**src/cdq_pkg.sv**
```systemverilog
package cdq_pkg;

    localparam int MAX_UNITS_DEF   = 8;
    localparam int QUEUE_DEPTH_DEF = 64;

    localparam int INDEX_W       = 32;
    localparam int UNIT_ID_W     = 8;
    localparam int UNIT_COUNT_W  = 4;
    localparam int DIGIT_W       = 4;
    localparam int KEY_STEPS     = INDEX_W / DIGIT_W;
    localparam int UID_STEPS     = UNIT_ID_W / DIGIT_W;
    localparam int STEP_W        = $clog2(KEY_STEPS);
    localparam int CMD_FIFO_DEPTH = 2;

    typedef enum logic [1:0] {
        OP_SUBMIT  = 2'd0,
        OP_ACQUIRE = 2'd1,
        OP_CLOSE   = 2'd2,
        OP_STOP    = 2'd3
    } opcode_t;

    typedef enum logic [2:0] {
        ST_GRANTED  = 3'd0,
        ST_RETRY    = 3'd1,
        ST_FINISHED = 3'd2,
        ST_STOPPED  = 3'd3,
        ST_ACCEPTED = 3'd4,
        ST_OVERFLOW = 3'd5
    } status_t;

    typedef enum logic [0:0] {
        REG_POLICY_MODE = 1'b0,
        REG_UNIT_COUNT  = 1'b1
    } cfg_reg_t;

    typedef struct packed {
        opcode_t                opcode;
        logic [INDEX_W-1:0]     block_index;
        logic [UNIT_ID_W-1:0]   unit_id;
    } cmd_t;

    typedef struct packed {
        status_t                status;
        logic [INDEX_W-1:0]     granted_index;
        logic                   stop_flag;
    } rsp_t;

    typedef struct packed {
        logic                    policy_mode;
        logic [UNIT_COUNT_W-1:0] unit_count;
    } dispatch_cfg_t;

    typedef struct packed {
        opcode_t                 opcode;
        logic [INDEX_W-1:0]      block_index;
        logic [UNIT_COUNT_W-1:0] queue_sel;
    } work_t;

    typedef struct packed {
        logic busy;
        logic stopped;
    } back_stat_t;

endpackage

```
**src/cdq_front.sv**
```systemverilog
module cdq_front #(
    parameter int MAX_UNITS = cdq_pkg::MAX_UNITS_DEF
) (
    input  logic                  clk,
    input  logic                  rst_n,
    input  cdq_pkg::dispatch_cfg_t cfg,
    input  logic                  cmd_valid,
    output logic                  cmd_stall,
    input  cdq_pkg::cmd_t         cmd,
    output logic                  work_valid,
    input  logic                  work_ready,
    output cdq_pkg::work_t        work
);

    import cdq_pkg::*;

    typedef enum logic [2:0] {
        FE_IDLE = 3'b001,
        FE_CALC = 3'b010,
        FE_PUSH = 3'b100
    } fe_state_t;

    fe_state_t               state_reg;
    fe_state_t               state_next;
    opcode_t                 op_reg;
    logic [INDEX_W-1:0]      index_reg;
    logic [INDEX_W-1:0]      key_reg;
    logic [UNIT_COUNT_W-1:0] rem_reg;
    logic [STEP_W-1:0]       steps_reg;

    logic [UNIT_COUNT_W-1:0] eff_count;
    logic [UNIT_COUNT_W:0]   trial;
    logic [UNIT_COUNT_W-1:0] rem_acc;
    logic                    accept;
    logic                    partitioned;

    // zero means one, above the bank saturates
    always_comb
    begin
        if (cfg.unit_count == '0)
        begin
            eff_count = UNIT_COUNT_W'(1);
        end
        else if (int'(cfg.unit_count) > MAX_UNITS)
        begin
            eff_count = UNIT_COUNT_W'(MAX_UNITS);
        end
        else
        begin
            eff_count = cfg.unit_count;
        end
    end

    // one digit of the remainder, msb first
    always_comb
    begin
        trial   = '0;
        rem_acc = rem_reg;
        for (int i = 0; i < DIGIT_W; i++)
        begin
            trial = {rem_acc, key_reg[INDEX_W-1-i]};
            if (trial >= {1'b0, eff_count})
            begin
                trial = trial - {1'b0, eff_count};
            end
            rem_acc = trial[UNIT_COUNT_W-1:0];
        end
    end

    assign accept      = cmd_valid && (state_reg == FE_IDLE);
    assign partitioned = cfg.policy_mode &&
                         ((cmd.opcode == OP_SUBMIT) || (cmd.opcode == OP_ACQUIRE));

    always_comb
    begin
        state_next = state_reg;
        case (state_reg)
            FE_IDLE:
            begin
                if (accept)
                begin
                    state_next = partitioned ? FE_CALC : FE_PUSH;
                end
            end
            FE_CALC:
            begin
                if (steps_reg == '0)
                begin
                    state_next = FE_PUSH;
                end
            end
            FE_PUSH:
            begin
                if (work_ready)
                begin
                    state_next = FE_IDLE;
                end
            end
            default:
            begin
                state_next = FE_IDLE;
            end
        endcase
    end

    always_ff @(posedge clk or negedge rst_n)
    begin
        if (!rst_n)
        begin
            state_reg <= FE_IDLE;
        end
        else
        begin
            state_reg <= state_next;
        end
    end

    always_ff @(posedge clk)
    begin
        if (accept)
        begin
            op_reg    <= cmd.opcode;
            index_reg <= cmd.block_index;
            rem_reg   <= '0;
            if (cmd.opcode == OP_ACQUIRE)
            begin
                key_reg   <= {cmd.unit_id, {(INDEX_W-UNIT_ID_W){1'b0}}};
                steps_reg <= STEP_W'(UID_STEPS - 1);
            end
            else
            begin
                key_reg   <= cmd.block_index;
                steps_reg <= STEP_W'(KEY_STEPS - 1);
            end
        end
        else if (state_reg == FE_CALC)
        begin
            rem_reg   <= rem_acc;
            key_reg   <= key_reg << DIGIT_W;
            steps_reg <= steps_reg - 1'b1;
        end
    end

    assign cmd_stall        = (state_reg != FE_IDLE);
    assign work_valid       = (state_reg == FE_PUSH);
    assign work.opcode      = op_reg;
    assign work.block_index = index_reg;
    assign work.queue_sel   = rem_reg;

endmodule

```
**config.mk**
```make
export PLATFORM = sky130hd
export DESIGN_NAME = cdq_front
export DESIGN_NICKNAME = d
export VERILOG_FILES = /design/src/cdq_pkg.sv /design/src/cdq_front.sv
export SDC_FILE = /design/constraint.sdc
export NUM_CORES = 1
export LEC_CHECK = 0
export ABC_AREA = 1
export BUFFER_PORTS_ARGS = -buffer_cell sky130_fd_sc_hd__buf_2
export CAP_MARGIN = 25
export CORE_UTILIZATION = 30
export DETAILED_ROUTE_END_ITERATION = 12
export GPL_ROUTABILITY_DRIVEN = 1
export SYNTH_ARGS = -nofsm -noshare
export SYNTH_HDL_FRONTEND = slang
export SYNTH_SLANG_ARGS = --single-unit
```
**constraint.sdc**
```tcl
create_clock -name clk -period 10.1 [get_ports clk]
set_input_delay 2.02 -clock clk [delete_from_list [all_inputs] [get_ports clk]]
set_output_delay 2.02 -clock clk [all_outputs]
set_load 0.02 [all_outputs]
```
==> results.ini <==
[die]
io_pins=91
num_rows=41
coreArea_mm2=0.0126
die_area_mm2=0.0134
start_util_pct=30.8
die_width_um=116
die_y_um=116

[setup_path]
cpMostUsedCell=nand2_1
reg2reg_slack_ps=4460
cp_max_fo=4
endpoint_kind=register
path_buf_inv=7
reg2regPathDepth=36
arrival_ps=7850
critPathRequiredTime_ps=10330
timing.rr.end=rem_reg[3]
cp_slowest_cell=fa_1
critical-path-top-delay-family=simple AND/OR/NAND/NOR gates
cpPeakStageDelay_ps=450
rr_startpoint=rem_reg[1]
worstSetupStartpoint=cfg[0]
startpoint_type=input port
setup.worst_path.class=in2reg

[status]
status=finished, final reports clean

[placement]
io_buffers=90
hpwl_um=6330
placed_cell_area_mm2=0.00453
dp.cells=629
gp_congestion=0.844

[global_routing]
grt.overflow.total=0
track_usage_pct=13.7
antenna_found_initial=0
met3_usage_pct=4.86
grt_most_used_layer=met2
grt_pass1_wl_um=13600
grt_start_max_net_pins=77
first_global_vias=2761
use_met1_pct=17.4
grt_use_met2_pct=21.5

[finish]
nNetsFinal=541
final_cells=644
layout_commonest_cell=nand2_1
fill_cells=1285
drive_gt1_share_pct=27.3
fin_area_mm2=0.00483
antenna_cells=0
syn_to_final_growth_pct=24.5
layout_common_cells=95 x nand2_1, 90 x buf_2, 69 x edfxtp_1

[pwr]
ir_drop_mv=0.177
power_uw=1980
p_leak_uw=0.00220
p_per_area_mw_per_mm2=410

[hold_path]
hold_depth=2
min_path_type=reg2reg
hold_start=key_reg[16]
min_to=key_reg[20]

[timing]
finalCritPeriodShare_pct=75.4
slew_headroom_pct=43.6
hold_viol=0
hold_ws_ps=517
rsz0062_at_grt=false
fmax_mhz=131
tightestPinTransition_ps=845
skew_ps=7.91
setup_viol=0
period_needed_ps=7610
finalSetupTns_ps=0
finalMaxSlewViolations=0

[synth]
synth_cells=375
synth_ff_type=edfxtp_1
async_reset_ff_share_pct=3.95
synth-edff-count=69
ys.warnings.count=0
synth_cell_types=34
synth_top_area_share_pct=53.4
yosysSeqAreaShare_pct=57.4
syn_area_mm2=0.00388
synth_area_leader_cell=edfxtp_1
synth.avg_cell_area_um2=10.4
synth_seq_cells=76
synth_nets=448
synthTopCellsByArea=edfxtp_1 53%, nand2_1 9.2%, nand3_1 5.9%

[routing]
post_drt_wl_per_cell_um=13.4
drt-initial-drc-count=176
vias=2877
firstDrtPassIters=4
via_per_inst=4.47
antenna_left=0
finalWirelength_um=8630
drc=0

[clock_network]
post_cts_buffers=0
clock_tree.root_cell=clkbuf_16
clock_path_buffers=2
cts-buffers-inserted=9
hold_buffers=0
insertion_delay_ps=340
cts_tree=yes
clkSinkCount=76
clkTransAtPathRegs_ps=60
h-tree-depth=3
ctsResizeCount=0

[run]
drv_cap=0

==> cells by family (layout without fill, tap and decap cells) <==
kind of cell               Yosys count  in the layout  share of synthesized area [%]
AOI/OAI and AO/OA                   25             25                           4.29
DFF                                 76             76                           57.4
and+or+nand+nor                    187            187                           23.2
buffers and inverters               58            155                           5.67
adders and majority gates           22             22                           7.86
xor gates and xnor gates             7              7                           1.58
==> where the power goes <==
part / switching (µW) / leakage, µW / internal, µW
Combinational: 751 / 0.00134 / 409
Sequential: 30.2 / 0.000717 / 467
Clock: 131 / 0.000144 / 193
Total: 912 / 0.00220 / 1070
==> how the worst max path moves through the flow <==
stage                     slack (ps)  depth (start not counted)    endpoint
after floorplan                 3070                         41  rem_reg[1]
after global placement          2350                         38  rem_reg[3]
after detailed placement        2170                         38  rem_reg[3]
after CTS                       2490                         38  rem_reg[3]
after global routing            1890                         38  rem_reg[2]
final                           2490                         38  rem_reg[3]
==> worst register-to-register path: cells and delay by family, from the launching register on <==
family | cells | cell delay [ps]
flops | 1 | 430
simple gates | 19 | 1990
buf+inv | 5 | 360
compound gates | 8 | 1450
fa+ha+maj | 4 | 1330
==> area by class of cell <==
class | instances | area (µm²) | area share [%]
Sequential cell | 76 | 2230 | 46.1
Multi-Input combinational cell | 241 | 1440 | 29.8
Timing Repair Buffer | 93 | 473 | 9.79
Clock buffer | 9 | 225 | 4.66
Tap cell | 172 | 215 | 4.45
Inverter | 47 | 176 | 3.65
Clock inverter | 6 | 75.1 | 1.55
==> cells in the mapped netlist (3+ instances only) <==
cell type and instances:
nor3_1 5, nand3_4 4, nor2_2 3, nand2_4 5
nand3_1 46, nand4_1 3, edfxtp_1 69, clkbuf_1 9
a21oi_1 4, o21ai_0 6, nand2_1 95, inv_1 46
nor2_1 20, ha_1 18, fa_1 4, dfxtp_1 4
xor2_1 5, a31oi_1 8
==> layer usage <==
| layer | wire length (µm) | share of wire (%) |
|---|---|---|
| met3 | 668 | 7.7 |
| met1 | 3720 | 43 |
| met2 | 4080 | 47 |
| met5 | 0 | 0 |
| met4 | 164 | 1.9 |
==> stage by stage <==
stage	setup WS, ps	util, %
CTS	2490	38.3
global placement	2350	35.9
finish	2490	38.3
detailed placement	2170	35.9
global route	1890	38.3
floorplan	3070	-
Note: power is estimated with default switching activity, not from simulation.
