===== src/cdq_pkg.sv =====
package cdq_pkg;

    localparam int MAX_UNITS_DEF   = 8;
    localparam int QUEUE_DEPTH_DEF = 64;

    localparam int INDEX_W       = 32;
    localparam int UNIT_ID_W     = 8;
    localparam int UNIT_COUNT_W  = 4;
    localparam int DIGIT_W       = 4;
    localparam int KEY_STEPS     = INDEX_W / DIGIT_W;
    localparam int UID_STEPS     = UNIT_ID_W / DIGIT_W;
    localparam int STEP_W        = $clog2(KEY_STEPS);
    localparam int CMD_FIFO_DEPTH = 2;

    typedef enum logic [1:0] {
        OP_SUBMIT  = 2'd0,
        OP_ACQUIRE = 2'd1,
        OP_CLOSE   = 2'd2,
        OP_STOP    = 2'd3
    } opcode_t;

    typedef enum logic [2:0] {
        ST_GRANTED  = 3'd0,
        ST_RETRY    = 3'd1,
        ST_FINISHED = 3'd2,
        ST_STOPPED  = 3'd3,
        ST_ACCEPTED = 3'd4,
        ST_OVERFLOW = 3'd5
    } status_t;

    typedef enum logic [0:0] {
        REG_POLICY_MODE = 1'b0,
        REG_UNIT_COUNT  = 1'b1
    } cfg_reg_t;

    typedef struct packed {
        opcode_t                opcode;
        logic [INDEX_W-1:0]     block_index;
        logic [UNIT_ID_W-1:0]   unit_id;
    } cmd_t;

    typedef struct packed {
        status_t                status;
        logic [INDEX_W-1:0]     granted_index;
        logic                   stop_flag;
    } rsp_t;

    typedef struct packed {
        logic                    policy_mode;
        logic [UNIT_COUNT_W-1:0] unit_count;
    } dispatch_cfg_t;

    typedef struct packed {
        opcode_t                 opcode;
        logic [INDEX_W-1:0]      block_index;
        logic [UNIT_COUNT_W-1:0] queue_sel;
    } work_t;

    typedef struct packed {
        logic busy;
        logic stopped;
    } back_stat_t;

endpackage


===== src/cdq_cmd_fifo.sv =====
module cdq_cmd_fifo (
    input  logic           clk,
    input  logic           rst_n,
    input  logic           push_valid,
    output logic           push_ready,
    input  cdq_pkg::work_t push_data,
    output logic           pop_valid,
    input  logic           pop_ready,
    output cdq_pkg::work_t pop_data
);

    import cdq_pkg::*;

    localparam int PTR_W = $clog2(CMD_FIFO_DEPTH);
    localparam int CNT_W = $clog2(CMD_FIFO_DEPTH + 1);

    work_t            entry_reg [CMD_FIFO_DEPTH];
    logic [PTR_W-1:0] wr_ptr_reg;
    logic [PTR_W-1:0] wr_ptr_next;
    logic [PTR_W-1:0] rd_ptr_reg;
    logic [PTR_W-1:0] rd_ptr_next;
    logic [CNT_W-1:0] count_reg;
    logic [CNT_W-1:0] count_next;
    logic             push;
    logic             pop;

    assign push_ready = (count_reg != CNT_W'(CMD_FIFO_DEPTH));
    assign pop_valid  = (count_reg != '0);
    assign pop_data   = entry_reg[rd_ptr_reg];
    assign push       = push_valid && push_ready;
    assign pop        = pop_valid && pop_ready;

    always_comb
    begin
        wr_ptr_next = wr_ptr_reg;
        rd_ptr_next = rd_ptr_reg;
        count_next  = count_reg;
        if (push)
        begin
            wr_ptr_next = (wr_ptr_reg == PTR_W'(CMD_FIFO_DEPTH - 1)) ? '0 : wr_ptr_reg + 1'b1;
        end
        if (pop)
        begin
            rd_ptr_next = (rd_ptr_reg == PTR_W'(CMD_FIFO_DEPTH - 1)) ? '0 : rd_ptr_reg + 1'b1;
        end
        if (push && !pop)
        begin
            count_next = count_reg + 1'b1;
        end
        else if (pop && !push)
        begin
            count_next = count_reg - 1'b1;
        end
    end

    always_ff @(posedge clk or negedge rst_n)
    begin
        if (!rst_n)
        begin
            wr_ptr_reg <= '0;
            rd_ptr_reg <= '0;
            count_reg  <= '0;
        end
        else
        begin
            wr_ptr_reg <= wr_ptr_next;
            rd_ptr_reg <= rd_ptr_next;
            count_reg  <= count_next;
        end
    end

    always_ff @(posedge clk)
    begin
        if (push)
        begin
            entry_reg[wr_ptr_reg] <= push_data;
        end
    end

endmodule


===== config.mk =====
export PLATFORM = sky130hd
export DESIGN_NAME = cdq_cmd_fifo
export DESIGN_NICKNAME = d
export VERILOG_FILES = /design/src/cdq_pkg.sv /design/src/cdq_cmd_fifo.sv
export SDC_FILE = /design/constraint.sdc
export NUM_CORES = 1
export LEC_CHECK = 0
export BUFFER_PORTS_ARGS = -buffer_cell sky130_fd_sc_hd__buf_4
export CORE_MARGIN = 4
export CORE_UTILIZATION = 55
export CTS_CLUSTER_DIAMETER = 60
export CTS_CLUSTER_SIZE = 16
export DETAILED_ROUTE_END_ITERATION = 10
export PLACE_DENSITY = 0.87
export SETUP_SLACK_MARGIN = 0.1
export SLEW_MARGIN = 30
export SYNTH_ARGS = -nofsm -noshare
export SYNTH_HDL_FRONTEND = slang
export SYNTH_SLANG_ARGS = --single-unit

===== constraint.sdc =====
create_clock -name clk -period 7.5 [get_ports clk]
set_input_delay 1.5 -clock clk [delete_from_list [all_inputs] [get_ports clk]]
set_output_delay 1.5 -clock clk [all_outputs]
set_load 0.05 [all_outputs]

==> flow_metrics.env, run 1 <==
export IMPL_die_x_um=81.6
export IMPL_grt_first_pass_wirelength_um=7530
export IMPL_p_per_area_nw_per_um2=464
export IMPL_largest_reg_flops=76
export IMPL_vias=1501
export IMPL_r2r_start="count_reg[0]$_DFFE_PN0P_"
export IMPL_cap_violations=0
export IMPL_path_cells="mux2_2 > buf_4"
export IMPL_setup_ws_ns=4.24
export IMPL_clk_pin_slew_ns=0.07
export IMPL_min_to="count_reg[1]$_DFFE_PN0P_"
export IMPL_dieHeight_um=81.6
export IMPL_viasPerCell=4.99
export IMPL_hold_class="reg2reg"
export IMPL_whs_ns=0.489
export IMPL_setup_viol=0
export IMPL_yosysTopAreaCellShare_pct=76.5
export IMPL_worstPathArrival_ns=1.76
export IMPL_antenna_found_initial=0
export IMPL_diodes=0
export IMPL_drv_slew=0
export IMPL_core_area_um2=5170
export IMPL_fin_crit_sh_pct=43.5
export IMPL_rows=26
export IMPL_worstSkewPairLatency_ns=0.33
export IMPL_yosys_area_share_simple_pct=1.13
export IMPL_path_class="reg2out"
export IMPL_relSlewSlack_pct=41.8
export IMPL_synth_top_family_by_area="multiplexers"
export IMPL_drtPass1Iterations=4
export IMPL_drive_gt1_share_pct=59.3
export IMPL_ir_worst_vdd_mv=0.333
export IMPL_cellLeakagePower_nw=1.52
export IMPL_clock_sinks=80
export IMPL_fin_skew_ns=0.00803
export IMPL_cts_setup_buffers=0
export IMPL_pre_cts_slack_ns=4.35
export IMPL_syn_inst=136
export IMPL_drt_wl_total_um=4890
export IMPL_p_total_mw=1.82
export IMPL_holdCritStartpoint="count_reg[1]$_DFFE_PN0P_"
export IMPL_cts_buffers=9
export IMPL_dp_cells=285
export IMPL_drc=0
export IMPL_grt_overflow_total=0
export IMPL_clock_path_buffers=2
export IMPL_crit_path_end_kind="output port"
export IMPL_critPathMaxStageDelay_ns=0.81
export IMPL_min_period_ns=3.26
export IMPL_io_buffers=81
export IMPL_wl_per_cell_um=16.2
export IMPL_outcome="complete, no violations"
export IMPL_r2r_end="entry_reg[1][0]$_DFFE_PP_"
export IMPL_tns_ns=0
export IMPL_worst_hold_path_num_cells=1
export IMPL_rrSetupSlack_ns=5.75
export IMPL_layoutNonFillerInstCount=301
export IMPL_multi_input_area_um2=564
export IMPL_start_kind="register"
export IMPL_antenna_left=0
export IMPL_synth_top_cell_by_area="edfxtp_1"
export IMPL_track_usage_pct=15.8
export IMPL_reg2regPathDepth=2
export IMPL_start_util_pct=57.7
export IMPL_synth_nets=179
export IMPL_grt_start_max_net_pins=40
export IMPL_synth_mux_area_share_pct=15.6
export IMPL_regArea_um2=2390
export IMPL_worstMarginPinSlew_ns=0.873
export IMPL_place_gp_congestion=0.703
export IMPL_synth_fa_ha_area_share_pct=0.419
export IMPL_htreeDepth=3
export IMPL_grt_pass1_vias=1568
export IMPL_hold_violations=0
export IMPL_slowest_stage="dfrtp_4"
export IMPL_synthTopCellsByArea="edfxtp_1 77%, mux2_2 11%, mux2_4 5.0%"
export IMPL_cts_resized=0
export IMPL_dpl_hpwl_um=3260
export IMPL_critPathMaxFanout=39
export IMPL_ys_warn_count=0
export IMPL_cts_tree="built"
export IMPL_area_growth_pct=31.5
export IMPL_avgSynthCellArea_um2=21.9
export IMPL_fmax_ghz=0.306
export IMPL_hold_buffers=0
export IMPL_ys_seq_area_share_pct=79.9
export IMPL_synth_cell_types=16
export IMPL_synth_compound_area_share_pct=0
export IMPL_drt_iter0_markers=90
export IMPL_dieArea_um2=6670
export IMPL_rsz0062_at_grt="false"
export IMPL_ios=82
export IMPL_fillCellCount=317
export IMPL_ys_ff_latch=80
export IMPL_crit_required_ns=6.00
export IMPL_cts_root_buf="clkbuf_8"
export IMPL_layout_nets=269
export IMPL_synth_cell_area_um2=2980
export IMPL_synth_xor_area_share_pct=1.47
## worst max-delay path: cells and delay by family, from the launching register on
kind	cells	cell delay (ns)
multiplexers	1	0.42
flip-flops	1	0.81
buffers and inverters	1	0.19
## Yosys cell counts
cell       n
and3_1     1
buf_4      2
buf_6      1
buf_8      1
dfrtp_1    4
edfxtp_1  76
ha_1       1
inv_1      1
mux2_2    28
mux2_4    10
nand2_1    2
nand2b_1   1
nor2_1     2
or2_1      1
xnor2_1    3
xor2_1     2
## where the power goes
part	internal [mW]	switching (mW)	leakage [nW]
Combinational	0.281	0.490	0.650
Sequential	0.614	0.0745	0.752
Clock	0.221	0.138	0.115
Total	1.12	0.702	1.52
## layout by cell type (no fill, tap or decap), types with 2 or more instances in the layout
cell / count
mux2_4: 10
mux2_2: 28
nand2_1: 2
dfrtp_1: 3
xor2_1: 2
clkbuf_8: 9
edfxtp_1: 76
bufinv_16: 3
buf_4: 81
clkbuf_1: 3
xnor2_1: 3
## layer usage
| layer | routed length (um) | vias to the layer above | part of all wire [%] | track usage, % |
|---|---|---|---|---|
| met5 | 0 | - | 0 | 0 |
| met4 | 61 | 0 | 1.2 | 7.97 |
| met3 | 467 | 7 | 9.5 | 5.15 |
| met2 | 2370 | 64 | 48 | 23.7 |
| met1 | 2000 | 724 | 41 | 20.8 |
| li1 | - | 706 | - | - |
## cell families after synthesis
group / after synthesis
fa+ha+maj: 1
flops: 80
buf+inv: 5
simple gates: 7
mux: 38
xor+xnor: 5
## through the flow
| stage | instance area [um2] | utilization, % |
|---|---|---|
| 2_1_floorplan | 2980 | - |
| 3_3_place_gp | 3650 | 70.5 |
| 3_5_place_dp | 3690 | 71.3 |
| 4_1_cts | 3920 | 75.8 |
| 5_1_grt | 3920 | 75.8 |
| 6_report | 3920 | 75.8 |
## how the worst max path moves through the flow
stage	start	to	slack (ns)
2_1_floorplan	push_valid	entry_reg[0][0]$_DFFE_PP_	3.85
3_3_place_gp	rd_ptr_reg$_DFFE_PN0P_	pop_data[34]	4.35
4_1_cts	rd_ptr_reg$_DFFE_PN0P_	pop_data[34]	3.99
6_report	rd_ptr_reg$_DFFE_PN0P_	pop_data[34]	4.24
3_5_place_dp	rd_ptr_reg$_DFFE_PN0P_	pop_data[34]	4.35
5_1_grt	rd_ptr_reg$_DFFE_PN0P_	pop_data[34]	4.16
## cell type report
type / instances / area share (%)
Clock buffer: 12 / 3.44
Tap cell: 70 / 2.23
Timing Repair Buffer: 83 / 16.6
Sequential cell: 80 / 60.8
Inverter: 1 / 0.0957
Multi-Input combinational cell: 51 / 14.4
Clock inverter: 4 / 2.42
No activity file was read; power rests on OpenSTA's default activity.
==> run 2: changes to the inputs <==
--- a/config.mk
+++ b/config.mk
@@ -7,11 +7,11 @@
 export LEC_CHECK = 0
 export BUFFER_PORTS_ARGS = -buffer_cell sky130_fd_sc_hd__buf_4
 export CORE_MARGIN = 4
-export CORE_UTILIZATION = 55
+export CORE_UTILIZATION = 46
 export CTS_CLUSTER_DIAMETER = 60
 export CTS_CLUSTER_SIZE = 16
 export DETAILED_ROUTE_END_ITERATION = 10
-export PLACE_DENSITY = 0.87
+export PLACE_DENSITY = 0.78
 export SETUP_SLACK_MARGIN = 0.1
 export SLEW_MARGIN = 30
 export SYNTH_ARGS = -nofsm -noshare
==> constraint.sdc (replaced) <==
create_clock -name clk -period 2.9 [get_ports clk]
set_input_delay 0.58 -clock clk [delete_from_list [all_inputs] [get_ports clk]]
set_output_delay 0.58 -clock clk [all_outputs]
set_load 0.05 [all_outputs]
==> flow_metrics.env, run 2 (synthesized netlist as in run 1, its figures left out) <==
export IMPL_start_kind="register"
export IMPL_grt_overflow_total=0
export IMPL_cts_tree="built"
export IMPL_grt_pass1_vias=1596
export IMPL_p_sw_share_pct=41.0
export IMPL_pre_cts_slack_ns=0.759
export IMPL_cts_root_buf="clkbuf_8"
export IMPL_hold_violations=0
export IMPL_crit_buf_inv=2
export IMPL_fin_crit_sh_pct=85.4
export IMPL_cts_resized=0
export IMPL_met1_usage_pct=17.5
export IMPL_start_util_pct=47.2
export IMPL_largest_reg_flops=76
export IMPL_p_clk_share_pct=14.8
export IMPL_worstPathArrival_ns=1.90
export IMPL_drc=0
export IMPL_grt_use_met2_pct=23.0
export IMPL_layoutNonFillerInstCount=311
export IMPL_cts_setup_buffers=0
export IMPL_stdcell_area_um2=3860
export IMPL_grt_busiest_layer="met2"
export IMPL_path_delay_family="flip-flops"
export IMPL_final_common_cell="buf_4"
export IMPL_core_area_um2=6310
export IMPL_rsz0062_at_grt="false"
export IMPL_antenna_left=0
export IMPL_ios=82
export IMPL_setup_ws_ns=0.422
export IMPL_area_growth_pct=29.4
export IMPL_power_switching_mw=1.82
export IMPL_hold_buffers=0
export IMPL_fillCellCount=481
export IMPL_die_x_um=88.5
export IMPL_ir_worst_vdd_mv=0.882
export IMPL_htreeDepth=3
export IMPL_vias=1476
export IMPL_fmax_ghz=0.404
export IMPL_p_per_area_nw_per_um2=1150
export IMPL_seq_power_share_pct=38.7
export IMPL_grt_first_pass_wirelength_um=7980
export IMPL_cellLeakagePower_nw=1.49
export IMPL_slowest_stage="dfrtp_2"
export IMPL_dieHeight_um=88.5
export IMPL_track_usage_pct=14.2
export IMPL_rows=29
export IMPL_grt_start_max_net_pins=26
export IMPL_drt_wl_total_um=5170
export IMPL_tns_ns=0
export IMPL_combPwrFrac_pct=46.5
export IMPL_final_cell_mix="85 x buf_4, 76 x edfxtp_1, 28 x mux2_2"
export IMPL_fin_skew_ns=0.00837
export IMPL_place_area_um2=3710
export IMPL_drv_slew=0
export IMPL_wl_per_cell_um=16.6
export IMPL_use_met3_pct=4.38
export IMPL_clk_pin_slew_ns=0.07
export IMPL_antenna_found_initial=0
export IMPL_internal_power_mw=2.62
export IMPL_dieArea_um2=7840
export IMPL_drive_gt1_share_pct=59.0
export IMPL_worstSkewPairLatency_ns=0.34
export IMPL_outcome="complete, no violations"
export IMPL_cts_buffers=9
export IMPL_clock_path_buffers=2
export IMPL_critPathMaxFanout=20
export IMPL_diodes=0
export IMPL_path_cells="buf_4 > mux2_2 > buf_4"
export IMPL_worstMarginPinSlew_ns=0.508
export IMPL_crit_required_ns=2.32
export IMPL_place_gp_congestion=0.663
export IMPL_drt_iter0_markers=41
export IMPL_dp_cells=295
export IMPL_layout_nets=272
export IMPL_min_period_ns=2.48
export IMPL_io_buffers=81
export IMPL_critPathMaxStageDelay_ns=0.69
export IMPL_crit_path_frequent_cell="buf_4"
export IMPL_cap_violations=0
export IMPL_relSlewSlack_pct=66.1
export IMPL_path_class="reg2out"
export IMPL_crit_path_end_kind="output port"
export IMPL_drtPass1Iterations=3
export IMPL_dpl_hpwl_um=3740
export IMPL_clock_sinks=80
export IMPL_setup_viol=0
export IMPL_viasPerCell=4.75
export IMPL_hold_class="in2async"
[run 2: worst register-to-register path, stage by stage, from the launching register on]
cell	delay, ns
dfrtp_1	0.41
nand2b_1	0.16
nand2_1	0.14
nor2_4	0.41
buf_12	0.26
[run 2: power groups by stage]
stage | sequential [mW] | combinational, mW | clock (mW)
3_5_place_dp | 1.75 | 2.09 | 0
4_1_cts | 1.72 | 2.09 | 0.675
6_report | 1.72 | 2.06 | 0.657
2_1_floorplan | 1.67 | 1.59 | 0
3_3_place_gp | 1.73 | 2.07 | 0
5_1_grt | 1.75 | 2.16 | 0.734
[run 2: per-layer routing]
layer / vias to the layer above / share of wire, %
li1: 709 / -
met1: 715 / 40
met2: 46 / 51
met3: 6 / 7.1
met4: 0 / 1.7
met5: - / 0
[run 2: area by class of cell]
class	instances	area [um2]	area share [%]
Clock buffer	11	131	3.40
Clock inverter	5	23.8	0.616
Multi-Input combinational cell	51	564	14.6
Timing Repair Buffer	86	658	17.0
Tap cell	77	96.3	2.50
Sequential cell	80	2380	61.7
Inverter	1	3.75	0.0972
[run 2: final timing paths]
path | from | to | slack [ns] | depth (start not counted)
min in group clk | push_data[37] | entry_reg[0][37]$_DFFE_PP_ | 0.42 | 1
worst max register to register | count_reg[0]$_DFFE_PN0P_ | entry_reg[0][6]$_DFFE_PP_ | 1.22 | 4
max in group asynchronous | rst_n | rd_ptr_reg$_DFFE_PN0P_ | 2.77 | 1
worst min register to register | count_reg[1]$_DFFE_PN0P_ | count_reg[1]$_DFFE_PN0P_ | 0.53 | 1
worst max-delay path | rd_ptr_reg$_DFFE_PN0P_ | pop_data[15] | 0.42 | 3
worst min-delay path | rst_n | wr_ptr_reg$_DFFE_PN0P_ | 0.02 | 1
[run 2: through the flow]
step	utilization [%]	power [mW]	hold WS, ns
final	61.2	4.44	0.0231
after CTS	61.2	4.49	0.0126
after global routing	61.2	4.64	0.000144
after global placement	58.7	3.81	0.380
after floorplan	-	3.26	0.284
after detailed placement	58.7	3.84	0.379
==> run 3: changes to the inputs <==
--- a/config.mk
+++ b/config.mk
@@ -11,6 +11,7 @@
 export CTS_CLUSTER_DIAMETER = 60
 export CTS_CLUSTER_SIZE = 16
 export DETAILED_ROUTE_END_ITERATION = 10
+export HOLD_SLACK_MARGIN = 0.1
 export PLACE_DENSITY = 0.78
 export SETUP_SLACK_MARGIN = 0.1
 export SLEW_MARGIN = 30
==> flow_metrics.env, run 3 (synthesized netlist as in run 1, its figures left out) <==
export IMPL_outcome="complete, no violations"
export IMPL_p_per_area_nw_per_um2=1150
export IMPL_grt_start_max_net_pins=26
export IMPL_fin_crit_sh_pct=85.4
export IMPL_clock_path_buffers=2
export IMPL_p_total_mw=4.44
export IMPL_start_kind="register"
export IMPL_path_delay_family="flip-flops"
export IMPL_rrSetupSlack_ns=1.23
export IMPL_antenna_found_initial=0
export IMPL_final_cell_mix="85 x buf_4, 76 x edfxtp_1, 28 x mux2_2"
export IMPL_diodes=0
export IMPL_clk_pin_slew_ns=0.08
export IMPL_rows=29
export IMPL_drive_gt1_share_pct=58.7
export IMPL_r2r_end="entry_reg[0][6]$_DFFE_PP_"
export IMPL_worstMarginPinSlew_ns=0.507
export IMPL_dieHeight_um=88.5
export IMPL_grt_pass1_vias=1610
export IMPL_cts_tree="built"
export IMPL_io_buffers=81
export IMPL_wl_per_cell_um=16.6
export IMPL_antenna_left=0
export IMPL_dpl_hpwl_um=3740
export IMPL_clock_sinks=80
export IMPL_track_usage_pct=14.3
export IMPL_p_sw_share_pct=40.9
export IMPL_area_growth_pct=29.8
export IMPL_cellLeakagePower_nw=1.49
export IMPL_critPathMaxFanout=20
export IMPL_crit_buf_inv=2
export IMPL_final_common_cell="buf_4"
export IMPL_place_gp_congestion=0.663
export IMPL_grt_overflow_total=0
export IMPL_crit_path_frequent_cell="buf_4"
export IMPL_slowest_stage="dfrtp_2"
export IMPL_min_period_ns=2.48
export IMPL_hold_class="in2reg"
export IMPL_start_util_pct=47.2
export IMPL_seq_power_share_pct=38.7
export IMPL_ios=82
export IMPL_cts_resized=0
export IMPL_critPathMaxStageDelay_ns=0.69
export IMPL_whs_ns=0.424
export IMPL_core_area_um2=6310
export IMPL_min_to="entry_reg[0][37]$_DFFE_PP_"
export IMPL_setup_viol=0
export IMPL_viasPerCell=4.77
export IMPL_r2r_start="count_reg[0]$_DFFE_PN0P_"
export IMPL_drt_wl_total_um=5180
export IMPL_cts_buffers=9
export IMPL_p_clk_share_pct=14.8
export IMPL_drtPass1Iterations=3
export IMPL_relSlewSlack_pct=66.2
export IMPL_grt_first_pass_wirelength_um=8040
export IMPL_fmax_ghz=0.404
export IMPL_cap_violations=0
export IMPL_reg2regPathDepth=4
export IMPL_hold_violations=0
export IMPL_final_util_pct=61.3
export IMPL_power_switching_mw=1.82
export IMPL_htreeDepth=3
export IMPL_worstPathArrival_ns=1.90
export IMPL_cts_root_buf="clkbuf_8"
export IMPL_rsz0062_at_grt="false"
export IMPL_holdCritStartpoint="push_data[37]"
export IMPL_path_cells="buf_4 > mux2_2 > buf_4"
export IMPL_ir_worst_vdd_mv=0.876
export IMPL_crit_path_end_kind="output port"
export IMPL_dieArea_um2=7840
export IMPL_largest_reg_flops=76
export IMPL_drv_slew=0
export IMPL_drc=0
export IMPL_crit_required_ns=2.32
export IMPL_worstSkewPairLatency_ns=0.33
export IMPL_vias=1489
export IMPL_layout_nets=273
export IMPL_tns_ns=0
export IMPL_fin_skew_ns=0.00713
export IMPL_die_x_um=88.5
export IMPL_path_class="reg2out"
export IMPL_worst_hold_path_num_cells=1
export IMPL_combPwrFrac_pct=46.5
export IMPL_internal_power_mw=2.62
export IMPL_drt_iter0_markers=37
run 3: worst register-to-register path: stages, from the launching register on:
cell	delay, ns
dfrtp_1	0.41
nand2b_1	0.16
nand2_1	0.14
nor2_4	0.40
buf_12	0.26
run 3: worst max-delay path by stage:
stage                                        start                   endpoint  slack, ns  cells past startpoint
after floorplan           count_reg[0]$_DFFE_PN0P_  entry_reg[0][0]$_DFFE_PP_       0.42                      3
after global placement      rd_ptr_reg$_DFFE_PN0P_                pop_data[9]       0.78                      3
after detailed placement    rd_ptr_reg$_DFFE_PN0P_               pop_data[18]       0.76                      3
after CTS                   rd_ptr_reg$_DFFE_PN0P_               pop_data[18]       0.39                      3
after global routing        rd_ptr_reg$_DFFE_PN0P_               pop_data[28]       0.31                      3
final                       rd_ptr_reg$_DFFE_PN0P_               pop_data[15]       0.42                      3
run 3: final cells by class:
class,instances,area [um2]
fill,477,2440
timing repair buffer,87,668
sequential,80,2380
clock inverter,5,23.8
inverter,1,3.75
multi-input combinational,51,564
tap,77,96.3
clock buffer,11,131
run 3: timing repair:
| action | CTS | global route |
|---|---|---|
| hold endpoints to repair | 4 | 0 |
| buffers inserted | 0 | 0 |
| hold buffers | 1 | 0 |
run 3: power by group through the flow:
stage	combinational (mW)	clock (mW)	sequential (mW)
after global placement	2.07	0	1.73
after global routing	2.16	0.734	1.75
after floorplan	1.59	0	1.67
after detailed placement	2.09	0	1.75
final	2.06	0.655	1.72
after CTS	2.09	0.675	1.72
run 3: stage by stage:
stage / area (um2) / std cells / setup slack, ns
after floorplan: 2990 / 136 / 0.416
after global placement: 3710 / 295 / 0.780
after detailed placement: 3710 / 295 / 0.759
after CTS: 3870 / 312 / 0.388
after global routing: 3870 / 312 / 0.309
final: 3870 / 312 / 0.425
run 3: routing by layer:
layer | track usage, % | wire (um)
met5 | 0 | 0
met4 | 7.01 | 86
met3 | 4.38 | 372
met2 | 23.1 | 2690
met1 | 17.6 | 2030
